--- config.mk ---
export PLATFORM = sky130hd
export DESIGN_NAME = audio_mean_abs_level_meter_top
export DESIGN_NICKNAME = d
export VERILOG_FILES = /design/src/rtl/amlm_pkg.sv /design/src/rtl/amlm_front.sv /design/src/rtl/amlm_queue.sv /design/src/rtl/amlm_back.sv /design/src/rtl/audio_mean_abs_level_meter_top.sv
export SDC_FILE = /design/constraint.sdc
export NUM_CORES = 1
export LEC_CHECK = 0
export ABC_CLOCK_PERIOD_IN_PS = 5700
export BUFFER_PORTS_ARGS = -buffer_cell sky130_fd_sc_hd__buf_2
export CAP_MARGIN = 20
export CELL_PAD_IN_SITES_DETAIL_PLACEMENT = 1
export CELL_PAD_IN_SITES_GLOBAL_PLACEMENT = 1
export CORE_ASPECT_RATIO = 0.7
export CORE_MARGIN = 2
export CORE_UTILIZATION = 50
export CTS_CLUSTER_SIZE = 30
export DETAILED_ROUTE_END_ITERATION = 12
export GPL_TIMING_DRIVEN = 1
export PLACE_DENSITY_LB_ADDON = 0.1
export SKIP_LAST_GASP = 1
export SYNTH_ARGS = -nofsm -noshare
export SYNTH_HDL_FRONTEND = slang
export SYNTH_HIERARCHICAL = 1
export SYNTH_SLANG_ARGS = --single-unit
--- constraint.sdc ---
create_clock -name clk -period 5.7 [get_ports clk]
set_input_delay 1.14 -clock clk [delete_from_list [all_inputs] [get_ports clk]]
set_output_delay 1.14 -clock clk [all_outputs]
set_load 0.05 [all_outputs]
--- src/rtl/amlm_pkg.sv ---
// Package for the mean-absolute level meter: payload, job and configuration types,
// register indexes and fixed widths. No dependencies.
package amlm_pkg;

  localparam int SUM_W = 24;
  localparam int CNT_W = 9;
  localparam int SIL_W = 20;
  localparam int LVL_W = 2;
  localparam int CFG_IDX_W = 3;
  localparam int CFG_DATA_W = 20;

  localparam logic [SIL_W-1:0] SIL_MAX = {SIL_W{1'b1}};

  // Register indexes of the configuration port
  localparam logic [CFG_IDX_W-1:0] REG_ENABLE = 3'd0;
  localparam logic [CFG_IDX_W-1:0] REG_THR_LOW = 3'd1;
  localparam logic [CFG_IDX_W-1:0] REG_THR_MID = 3'd2;
  localparam logic [CFG_IDX_W-1:0] REG_THR_HIGH = 3'd3;
  localparam logic [CFG_IDX_W-1:0] REG_HOLD_FLOOR = 3'd4;
  localparam logic [CFG_IDX_W-1:0] REG_SILENCE = 3'd5;

  // Item operation codes
  localparam logic OP_SAMPLE = 1'b0;
  localparam logic OP_TICK = 1'b1;

  typedef struct packed {
    logic               operation;
    logic signed [15:0] sample;
    logic               last_in_block;
  } item_t;

  typedef struct packed {
    logic [15:0]      mean_abs;
    logic [LVL_W-1:0] raw_level;
    logic [LVL_W-1:0] shown_level;
    logic             changed;
  } result_t;

  // Work handed from the front end to the back end
  typedef struct packed {
    logic             is_tick;
    logic             emit;
    logic [SUM_W-1:0] sum;
    logic [CNT_W-1:0] count;
  } job_t;

  typedef struct packed {
    logic             enable;
    logic [15:0]      threshold_low;
    logic [15:0]      threshold_mid;
    logic [15:0]      threshold_high;
    logic [15:0]      hold_floor;
    logic [SIL_W-1:0] silence_ticks;
  } cfg_t;

endpackage

--- src/rtl/amlm_front.sv ---
// Front end of the level meter: accumulates sample magnitudes per block and
// queues block ends and ticks as jobs. Depends on amlm_pkg.
module amlm_front
  import amlm_pkg::*;
#(
  parameter int MAX_BLOCK = 320
) (
  input  logic  clk,
  input  logic  rst,
  input  logic  enable,
  input  logic  accept,
  input  item_t item,
  output logic  push,
  output job_t  job
);

  localparam logic [CNT_W-1:0] MAX_CNT = CNT_W'(MAX_BLOCK);

  logic [SUM_W-1:0] abs_sum;
  logic [SUM_W-1:0] abs_sum_next;
  logic [CNT_W-1:0] sample_count;
  logic [CNT_W-1:0] sample_count_next;
  logic [15:0]      mag;
  logic             counted;
  logic             block_end;

  // Magnitude of the sample; the most negative value maps to 32768
  assign mag = item.sample[15] ? (~item.sample + 16'd1) : item.sample;
  assign counted = sample_count < MAX_CNT;

  always_comb begin
    abs_sum_next = abs_sum;
    sample_count_next = sample_count;
    if (counted) begin
      abs_sum_next = abs_sum + SUM_W'(mag);
      sample_count_next = sample_count + CNT_W'(1);
    end
  end

  assign block_end = accept && (item.operation == OP_SAMPLE) && enable && item.last_in_block;
  assign push = accept && ((item.operation == OP_TICK) || block_end);

  // Build the job: ticks carry whether they produce a result
  always_comb begin
    job.is_tick = (item.operation == OP_TICK);
    job.emit = enable;
    job.sum = abs_sum_next;
    job.count = sample_count_next;
  end

  // Advance the accumulator, clear it at block end
  always_ff @(posedge clk) begin
    if (rst) begin
      abs_sum <= '0;
      sample_count <= '0;
    end else if (accept && (item.operation == OP_SAMPLE) && enable) begin
      if (item.last_in_block) begin
        abs_sum <= '0;
        sample_count <= '0;
      end else begin
        abs_sum <= abs_sum_next;
        sample_count <= sample_count_next;
      end
    end
  end

endmodule

--- src/rtl/amlm_queue.sv ---
// Short job queue between the front and back ends of the level meter.
// Depends on amlm_pkg.
module amlm_queue
  import amlm_pkg::*;
(
  input  logic clk,
  input  logic rst,
  input  logic push,
  input  job_t push_job,
  input  logic pop,
  output job_t head,
  output logic empty,
  output logic full
);

  localparam int DEPTH = 4;
  localparam int PTR_W = $clog2(DEPTH);

  job_t             slots [DEPTH];
  logic [PTR_W-1:0] wr_ptr;
  logic [PTR_W-1:0] rd_ptr;
  logic [PTR_W:0]   fill;

  assign empty = (fill == '0);
  assign full = (fill == (PTR_W+1)'(DEPTH));
  assign head = slots[rd_ptr];

  // Store requests at the tail
  always_ff @(posedge clk) begin
    if (push && !full) begin
      slots[wr_ptr] <= push_job;
    end
  end

  // Advance pointers and fill level
  always_ff @(posedge clk) begin
    if (rst) begin
      wr_ptr <= '0;
      rd_ptr <= '0;
      fill <= '0;
    end else begin
      if (push && !full) begin
        wr_ptr <= wr_ptr + PTR_W'(1);
      end
      if (pop && !empty) begin
        rd_ptr <= rd_ptr + PTR_W'(1);
      end
      unique case ({push && !full, pop && !empty})
        2'b10:   fill <= fill + (PTR_W+1)'(1);
        2'b01:   fill <= fill - (PTR_W+1)'(1);
        default: fill <= fill;
      endcase
    end
  end

endmodule

--- src/rtl/amlm_back.sv ---
// Back end of the level meter: divides block sums, quantizes with release hold,
// ages the silence counter and holds the result register. Depends on amlm_pkg.
module amlm_back
  import amlm_pkg::*;
(
  input  logic    clk,
  input  logic    rst,
  input  cfg_t    cfg,
  input  job_t    head,
  input  logic    empty,
  output logic    pop,
  output logic    result_valid,
  input  logic    result_stall,
  output result_t result
);

  localparam logic [1:0] S_IDLE = 2'd0;
  localparam logic [1:0] S_DIV = 2'd1;
  localparam logic [1:0] S_DONE = 2'd2;
  localparam int STEP_W = $clog2(SUM_W);
  localparam logic [STEP_W-1:0] LAST_STEP = STEP_W'(SUM_W - 1);

  logic [1:0]        state;
  logic [STEP_W-1:0] step;
  logic [SUM_W-1:0]  quo;
  logic [CNT_W:0]    rem;
  logic [CNT_W-1:0]  divisor;

  logic [LVL_W-1:0]  prev_level;
  logic [SIL_W-1:0]  silence_counter;
  logic              heard_any;
  logic [LVL_W-1:0]  reported_level;
  logic              reported_valid;

  logic              out_free;
  logic [CNT_W:0]    rem_sh;
  logic [CNT_W:0]    rem_diff;
  logic              rem_ge;
  logic [SIL_W-1:0]  sil_aged;
  logic [SUM_W-1:0]  mean;
  logic [LVL_W-1:0]  quant;
  logic [LVL_W-1:0]  level;
  logic              tick_now;
  logic              skip_now;
  logic              block_now;

  assign out_free = !result_valid || !result_stall;

  // One restoring division step
  assign rem_sh = {rem[CNT_W-1:0], quo[SUM_W-1]};
  assign rem_diff = rem_sh - {1'b0, divisor};
  assign rem_ge = (rem_sh >= {1'b0, divisor});

  assign sil_aged = (silence_counter != SIL_MAX) ? silence_counter + SIL_W'(1)
                                                 : silence_counter;

  // Quantize the mean, checking thresholds from high to low
  assign mean = (divisor != '0) ? quo : '0;
  always_comb begin
    priority if (mean > SUM_W'(cfg.threshold_high)) begin
      quant = 2'd3;
    end else if (mean > SUM_W'(cfg.threshold_mid)) begin
      quant = 2'd2;
    end else if (mean > SUM_W'(cfg.threshold_low)) begin
      quant = 2'd1;
    end else begin
      quant = 2'd0;
    end
  end

  // Release hold: keep the previous level on a one-step drop above the floor
  always_comb begin
    level = quant;
    if ((quant < prev_level) && ((prev_level - quant) == LVL_W'(1))
        && (mean > SUM_W'(cfg.hold_floor))) begin
      level = prev_level;
    end
  end

  assign tick_now = (state == S_IDLE) && !empty && head.is_tick && head.emit && out_free;
  assign skip_now = (state == S_IDLE) && !empty && head.is_tick && !head.emit;
  assign block_now = (state == S_IDLE) && !empty && !head.is_tick;
  assign pop = tick_now || skip_now || block_now;

  // Sequence jobs and run the divider
  always_ff @(posedge clk) begin
    if (rst) begin
      state <= S_IDLE;
      step <= '0;
    end else begin
      unique case (state)
        S_IDLE: begin
          if (block_now) begin
            state <= S_DIV;
            step <= '0;
          end
        end
        S_DIV: begin
          step <= step + STEP_W'(1);
          if (step == LAST_STEP) begin
            state <= S_DONE;
          end
        end
        S_DONE: begin
          if (out_free) begin
            state <= S_IDLE;
          end
        end
        default: state <= S_IDLE;
      endcase
    end
  end

  // Divider datapath
  always_ff @(posedge clk) begin
    if (block_now) begin
      quo <= head.sum;
      divisor <= head.count;
      rem <= '0;
    end else if (state == S_DIV) begin
      rem <= rem_ge ? rem_diff : rem_sh;
      quo <= {quo[SUM_W-2:0], rem_ge};
    end
  end

  // Level, silence and reporting state
  always_ff @(posedge clk) begin
    if (rst) begin
      prev_level <= '0;
      silence_counter <= '0;
      heard_any <= 1'b0;
      reported_level <= '0;
      reported_valid <= 1'b0;
    end else if (tick_now || skip_now) begin
      silence_counter <= sil_aged;
      if (tick_now) begin
        reported_level <= prev_level;
        reported_valid <= 1'b1;
      end
    end else if ((state == S_DONE) && out_free) begin
      prev_level <= level;
      silence_counter <= '0;
      heard_any <= 1'b1;
      reported_level <= level;
      reported_valid <= 1'b1;
    end
  end

  // Result register
  always_ff @(posedge clk) begin
    if (rst) begin
      result_valid <= 1'b0;
    end else if (tick_now || ((state == S_DONE) && out_free)) begin
      result_valid <= 1'b1;
    end else if (!result_stall) begin
      result_valid <= 1'b0;
    end
  end

  // A block end clears silence, marks a block heard and shows its level; a tick shows zero until then or once silent
  always_ff @(posedge clk) begin
    if (tick_now) begin
      result.mean_abs <= '0;
      result.raw_level <= prev_level;
      result.shown_level <= (!heard_any || (sil_aged > cfg.silence_ticks)) ? '0 : prev_level;
      result.changed <= !reported_valid || (reported_level != prev_level);
    end else if ((state == S_DONE) && out_free) begin
      result.mean_abs <= mean[15:0];
      result.raw_level <= level;
      result.shown_level <= level;
      result.changed <= !reported_valid || (reported_level != level);
    end
  end

endmodule

--- src/rtl/audio_mean_abs_level_meter_top.sv ---
// Top level of the mean-absolute level meter: configuration registers, front end,
// job queue and back end. Depends on amlm_pkg, amlm_front, amlm_queue, amlm_back.
//
// Usage:
//   Items (PCM samples or ticks) enter on item/item_valid/item_stall; a request
//   is taken at a clock edge with item_valid high and item_stall low. Results
//   leave on result/result_valid/result_stall under the same rule.
//   Registers are written through cfg_write_en/cfg_index/cfg_data, one a cycle; the user must
//   write them only while the block is idle, which it does not enforce; indexes beyond the list are ignored.
// Timing:
//   Samples are taken one per cycle while item_stall is low. A block end is queued
//   and its mean is formed by a 24-step restoring divider; the result is then
//   written to the result register. A tick passes through the queue and is
//   registered in the result register. The back end takes one tick a cycle
//   while the result side keeps up, and takes no new job while a block end is in
//   the divider; a four entry queue absorbs bursts, and item_stall rises when
//   it is full.
// Reset:
//   rst is synchronous; it restores register defaults and clears all levels,
//   counters and the queue. A stalled result holds its value until taken, and
//   the back end waits while the result register is occupied.
module audio_mean_abs_level_meter_top
  import amlm_pkg::*;
#(
  parameter int MAX_BLOCK = 320
) (
  input  logic                  clk,
  input  logic                  rst,
  input  logic                  cfg_write_en,
  input  logic [CFG_IDX_W-1:0]  cfg_index,
  input  logic [CFG_DATA_W-1:0] cfg_data,
  input  item_t                 item,
  input  logic                  item_valid,
  output logic                  item_stall,
  output result_t               result,
  output logic                  result_valid,
  input  logic                  result_stall
);

  cfg_t cfg;
  logic item_accept;
  logic q_push;
  job_t q_job;
  job_t q_head;
  logic q_pop;
  logic q_empty;
  logic q_full;

  // Configuration registers
  always_ff @(posedge clk) begin
    if (rst) begin
      cfg.enable <= 1'b1;
      cfg.threshold_low <= 16'd400;
      cfg.threshold_mid <= 16'd1100;
      cfg.threshold_high <= 16'd2200;
      cfg.hold_floor <= 16'd250;
      cfg.silence_ticks <= SIL_W'(140000);
    end else if (cfg_write_en) begin
      unique case (cfg_index)
        REG_ENABLE:     cfg.enable <= cfg_data[0];
        REG_THR_LOW:    cfg.threshold_low <= cfg_data[15:0];
        REG_THR_MID:    cfg.threshold_mid <= cfg_data[15:0];
        REG_THR_HIGH:   cfg.threshold_high <= cfg_data[15:0];
        REG_HOLD_FLOOR: cfg.hold_floor <= cfg_data[15:0];
        REG_SILENCE:    cfg.silence_ticks <= cfg_data[SIL_W-1:0];
        default:        cfg <= cfg;
      endcase
    end
  end

  // Hold input requests while the queue is full
  assign item_stall = q_full;
  assign item_accept = item_valid && !item_stall;

  amlm_front #(
    .MAX_BLOCK(MAX_BLOCK)
  ) u_front (
    .clk    (clk),
    .rst    (rst),
    .enable (cfg.enable),
    .accept (item_accept),
    .item   (item),
    .push   (q_push),
    .job    (q_job)
  );

  amlm_queue u_queue (
    .clk      (clk),
    .rst      (rst),
    .push     (q_push),
    .push_job (q_job),
    .pop      (q_pop),
    .head     (q_head),
    .empty    (q_empty),
    .full     (q_full)
  );

  amlm_back u_back (
    .clk          (clk),
    .rst          (rst),
    .cfg          (cfg),
    .head         (q_head),
    .empty        (q_empty),
    .pop          (q_pop),
    .result_valid (result_valid),
    .result_stall (result_stall),
    .result       (result)
  );

`ifndef SYNTH
  // A queued job never meets a full queue
  assert property (@(posedge clk) disable iff (rst) q_push |-> !q_full)
    else $error("job pushed into a full queue");

  // The back end never pops an empty queue
  assert property (@(posedge clk) disable iff (rst) q_pop |-> !q_empty)
    else $error("job popped from an empty queue");

  // A nonzero shown level always equals the raw level
  assert property (@(posedge clk) disable iff (rst)
    result_valid && (result.shown_level != '0) |-> (result.shown_level == result.raw_level))
    else $error("shown level disagrees with raw level");

  // The mean never exceeds the largest sample magnitude
  assert property (@(posedge clk) disable iff (rst)
    result_valid |-> (result.mean_abs <= 16'd32768))
    else $error("mean out of range");

  // No result is pending just after reset
  assert property (@(posedge clk) $past(rst) |-> !result_valid)
    else $error("result valid after reset");
`endif

endmodule
==> results.toml, run 1 <==
[logic_synthesis]
synth-main-ff-cell = "dfxtp_1"
syn-cell-area_um2 = 19300
async_reset_ff_share_pct = 0
syn_nets = 2010
synth_top_area_share_pct = 27.7
yosysSeqAreaShare_pct = 47.0
synth-seq-cells = 364
synth-edff-count = 178
yosys_warnings = 6
avgSynthCellArea_um2 = 10.4
synth.distinct_cells = 97
synthCells = 1847
ys_top_cells_by_area = "edfxtp_1 28%, dfxtp_1 19%, ha_1 7.3%"
synth_top_cell_by_area = "edfxtp_1"

[critical_path]
timing.critical_path.slowest_cell_delay_ns = 0.58
crit_type = "reg -> reg"
path_buf_inv = 0
end_kind = "flop"
crit_slowest_cell = "nor4_4"
cp.arrival_ns = 5.59
cp_top_family = "simple AND/OR/NAND/NOR gates"
required_ns = 5.97
path_max_fanout = 19
start_kind = "flop"
crit_chain = "nor4_4, nand3_4, and2_1, ha_1, nand4_1, a211oi_1, nand4_1, or3_1, o21ai_1, o21ai_2, ha_1, fa_1, nor3b_1, nand2_1, nor2_2, nor3_1, a211oi_2, nand4b_1"

[timing]
grt_setup_unrepaired = "no"
slew_headroom_pct = 29.5
hold_viol = 0
timing.final.crit_period_ns = 5.32
tns_ns = 0
fmax_mhz = 188
tightestPinTransition_ns = 1.06
skew_ns = 0.0203
holdWs_ns = 0.454
period_share_pct = 93.3
setup_viol = 0
maxSlewViolCount = 0

[outcome]
status = "completed"

[clocking]
cts_tree = "yes"
clkTransAtPathRegs_ns = 0.06
htreeDepth = 2
cts_root_buffer = "clkbuf_16"
cts.sinks = 364
ctsHoldBuffers = 0
cts_setup_buffers = 0
numCtsBuffers = 38
clk_latency_ns = 0.54
clock_path_buffers = 3

[final_layout]
nets = 2064
final_common_cell = "nand2_1"
layout-drive-gt1-share_pct = 11.7
fin_area_um2 = 21300
diodes = 0
syn_to_final_growth_pct = 10.5
final_cell_mix = "202 x nand2_1, 185 x dfxtp_1, 178 x edfxtp_1"

[placed_design]
gp_congestion = 0.862
numPortBuffers = 68
postPlaceCellArea_um2 = 20000
post-dp-hpwl_mm = 38.0

[drt]
drtAntennaViolNets = 0
vias = 14100
avgRoutedWirePerCell_um = 21.9
viasPerCell = 5.83
drt_first_pass_iters = 4
wl_mm = 53.0
drc = 0
drt_iter0_markers = 773

[grt]
antenna_found_initial = 0
grt_max_degree = 104
grt_use_total_pct = 26.5
grt_pass1_wl_mm = 83.4
grt_pass1_vias = 14900
overflow = 0

[power]
p_per_area_nw_per_um2 = 395
ir_drop_mv = 0.209
p_leak_nw = 8.40

[die]
die_h_um = 168
dieArea_um2 = 40200
initial_core_util_pct = 50.5
die-width_um = 239
io_pins = 69
num_rows = 60
core_area_um2 = 38200

[flow_run]
maxCapViolCount = 0

[hold_path]
hold_class = "reg -> reg"
-- final cells by class --
class                           instances  area, µm²
Sequential cell                       364       9070
Clock buffer                           55       1080
Multi-Input combinational cell       1283       9360
Tap cell                              496        621
Fill cell                            4142      16900
Clock inverter                         11        144
Inverter                              121        454
Timing Repair Buffer                   93        582
-- tightest hold or removal path, delay by kind of cell, from the launching register on --
| family | cells | cell delay (ns) |
|---|---|---|
| compound gates | 1 | 0.05 |
| flops | 1 | 0.30 |
| simple gates | 1 | 0.05 |
-- state kept, by name, indices dropped and copies added (netlist names), named ones only --
register / flops
u_queue/rd_ptr: 2
u_back/result_valid: 1
u_queue/wr_ptr: 2
u_back/divisor: 9
u_queue/fill: 3
cfg: 85
u_back/step: 5
u_queue/slots: 140
u_back/reported_level: 2
u_back/quo: 24
u_back/prev_level: 2
u_back/state: 2
u_back/result: 21
u_front/abs_sum: 24
u_back/rem: 9
u_back/silence_counter: 20
u_back/reported_valid: 1
u_back/heard_any: 1
u_front/sample_count: 9
-- cell usage after synthesis (6+ instances only) --
cell type / number
o211ai_1: 17
clkbuf_1: 43
a21oi_1: 104
edfxtp_1: 178
nor4_1: 6
a211oi_1: 14
xor2_1: 17
o21a_1: 10
nand2b_1: 94
buf_2: 16
nor3_1: 15
o31ai_1: 10
nand3_1: 46
mux2i_1: 90
and2_1: 25
a211o_1: 7
xnor2_1: 43
or3_1: 20
dfxtp_1: 186
a21o_1: 21
nor2_1: 124
a31oi_1: 10
and3_1: 20
inv_1: 120
o21ai_0: 49
a22oi_1: 14
mux4_2: 30
nand2_1: 202
nand3b_1: 6
nand4_1: 36
ha_1: 113
nor2b_1: 22
-- worst paths after layout --
path,start,endpoint,slack (ns),depth (start not counted)
worst max-delay path,u_back/divisor[1],u_back/result[0],0.38,18
worst min-delay path,u_back/result[19],u_back/result[19],0.45,2
worst max register to register,u_back/divisor[1],u_back/result[0],0.38,18
worst min register to register,u_back/result[19],u_back/result[19],0.45,2
-- what timing repair did --
action                                 CTS  global route
setup endpoints to repair                0             1
resized for setup                        0             1
endpoints found under the hold margin    0             0
-- cell families after synthesis --
logic type / synth area share, %
AO/OA/AOI/OAI: 11.0
AND/OR/NAND/NOR: 17.4
adder cells (fa/ha/maj): 7.97
XOR/XNOR: 2.81
buffers and inverters: 4.57
flip-flops: 47.0
multiplexers: 9.15
-- layer usage --
metal,part of all wire (%),global-route usage (%)
met1,47,36.2
met2,48,44.6
met3,2.7,2.90
met4,2.2,7.45
met5,0,0
-- metrics by stage --
step                cells  worst slack [ns]  utilization (%)  total power [mW]
floorplan            1847              1.05                -              5.20
global placement     2354             0.452             52.4              5.78
detailed placement   2355             0.240             52.4              5.92
CTS                  2421             0.203             55.6              8.43
global route         2423            0.0591             55.7              8.85
finish               2423             0.380             55.7              8.41
-- report_power, final --
group / internal [mW] / switching [mW]
Sequential: 3.17 / 0.212
Clock: 1.42 / 1.06
Combinational: 0.953 / 1.60
Power figures use the tool's default switching activity.
==> inputs of run 2 (changes only) <==
Settings changed: REMOVE_ABC_BUFFERS from default to 1.
==> results.toml, run 2 (same netlist as run 1, synthesis figures left out) <==
[clocking]
ctsHoldBuffers = 0
clkTransAtPathRegs_ns = 0.06
numCtsBuffers = 39
clock_path_buffers = 3
clk_latency_ns = 0.55
cts_tree = "yes"
htreeDepth = 2
cts_root_buffer = "clkbuf_16"
cts.sinks = 364

[critical_path]
crit_type = "reg -> reg"
crit_chain = "nor4_4, nand3_4, and2_1, ha_1, nand4_1, a211oi_1, nand4_1, o211ai_1, o21ba_1, o21ai_2, ha_1, fa_1, nor3b_1, nand2_1, nor2_2, nor3_1, a211oi_2, nand4b_1"
path_max_fanout = 15
cp.arrival_ns = 5.63
startpoint = "u_back/divisor[1]"
rr_startpoint = "u_back/divisor[1]"
cp_top_family = "simple AND/OR/NAND/NOR gates"
path_buf_inv = 0
required_ns = 5.97
end_kind = "flop"
timing.critical_path.slowest_cell_delay_ns = 0.49
crit_slowest_cell = "fa_1"
start_kind = "flop"

[final_layout]
largest_reg_flops = 140
syn_to_final_growth_pct = 10.7
nets = 2066
reg.largest.list = "u_queue/slots: 140 flops, cfg: 85 flops"
diodes = 0
final_cell_mix = "202 x nand2_1, 185 x dfxtp_1, 178 x edfxtp_1"
largest-register = "u_queue/slots"
layout-drive-gt1-share_pct = 12.0
final_common_cell = "nand2_1"

[timing]
tightestPinTransition_ns = 0.919
skew_ns = 0.0144
maxSlewViolCount = 0
grt_setup_unrepaired = "no"
period_share_pct = 93.9
timing.final.crit_period_ns = 5.35
postLayoutSetupSlackWorst_ns = 0.346
hold_viol = 0
setup_viol = 0
tns_ns = 0
fmax_mhz = 187
holdWs_ns = 0.456
slew_headroom_pct = 38.4

[drt]
drt_first_pass_iters = 5
viasPerCell = 5.87
drc = 0
drtAntennaViolNets = 0
drt_iter0_markers = 1010
vias = 14300
wl_mm = 53.4
avgRoutedWirePerCell_um = 22.0

[grt]
grt_pass1_vias = 14900
grt_use_total_pct = 26.9
grt_max_degree = 129
grt_pass1_wl_mm = 84.0
antenna_found_initial = 0
overflow = 0

[power]
p_leak_nw = 8.42
p_per_area_nw_per_um2 = 399
p_total_mw = 8.51
ir_drop_mv = 0.255

[die]
io_pins = 69
dieArea_um2 = 40200
die-width_um = 239
core_area_um2 = 38200
initial_core_util_pct = 50.5
num_rows = 60
die_h_um = 168

[flow_run]
maxCapViolCount = 0

[placed_design]
dp_worst_setup_slack_ns = 0.403
post-dp-hpwl_mm = 38.2
numPortBuffers = 68
gp_congestion = 0.877

[hold_path]
hold_start = "u_back/result[18]"
hold_class = "reg -> reg"

[outcome]
status = "completed"
## run 2: cell types whose count changed in the layout (fill, tap and decap cells not counted), sizes merged
cell      delta
inv          -2
buf          +1
clkinv       +3
clkinvlp     +4
## run 2: per-layer routing
metal | GRT usage (%) | up-vias | wire length, µm
met1 | 39.2 | 7154 | 25800
met4 | 5.57 | 0 | 839
met2 | 42.0 | 302 | 23900
li1 | - | 6738 | -
met5 | 0 | - | 0
met3 | 4.75 | 62 | 2760
## run 2: cell type report
class | count | area [µm²]
Clock buffer | 55 | 1110
Clock inverter | 16 | 154
Fill cell | 4124 | 16900
Inverter | 121 | 454
Multi-Input combinational cell | 1283 | 9360
Sequential cell | 364 | 9070
Tap cell | 496 | 621
Timing Repair Buffer | 94 | 582
## run 2: where the power goes
group / total, mW / internal, mW / switching, mW / leakage (nW)
sequential: 3.37 / 3.16 / 0.213 / 3.14
clock: 2.54 / 1.46 / 1.09 / 0.603
combinational: 2.59 / 0.982 / 1.61 / 4.67
total: 8.51 / 5.60 / 2.91 / 8.42
## run 2: worst paths after layout
path	slack, ns	depth (start not counted)	to
setup / recovery	0.35	18	u_back/result[0]
hold / removal	0.46	2	u_back/result[18]
setup reg to reg	0.35	18	u_back/result[0]
hold reg to reg	0.46	2	u_back/result[18]
## run 2: what timing repair did
| item | CTS | global route |
|---|---|---|
| gates resized for setup | 0 | 3 |
| endpoints found under the setup margin | 0 | 1 |
| setup buffers | 0 | 0 |
## run 2: stage by stage
step / instances / utilization, % / area, µm²
finish: 2429 / 55.9 / 21400
global route: 2429 / 55.9 / 21400
CTS: 2427 / 55.7 / 21300
detailed placement: 2356 / 52.4 / 20000
global placement: 2356 / 52.4 / 20000
floorplan: 1768 / - / 18900
## run 2: worst min-delay path, cell delays in order, from the launching register on
cell and delay [ns]:
dfxtp_1 0.31, nand2_1 0.05, a21oi_1 0.05
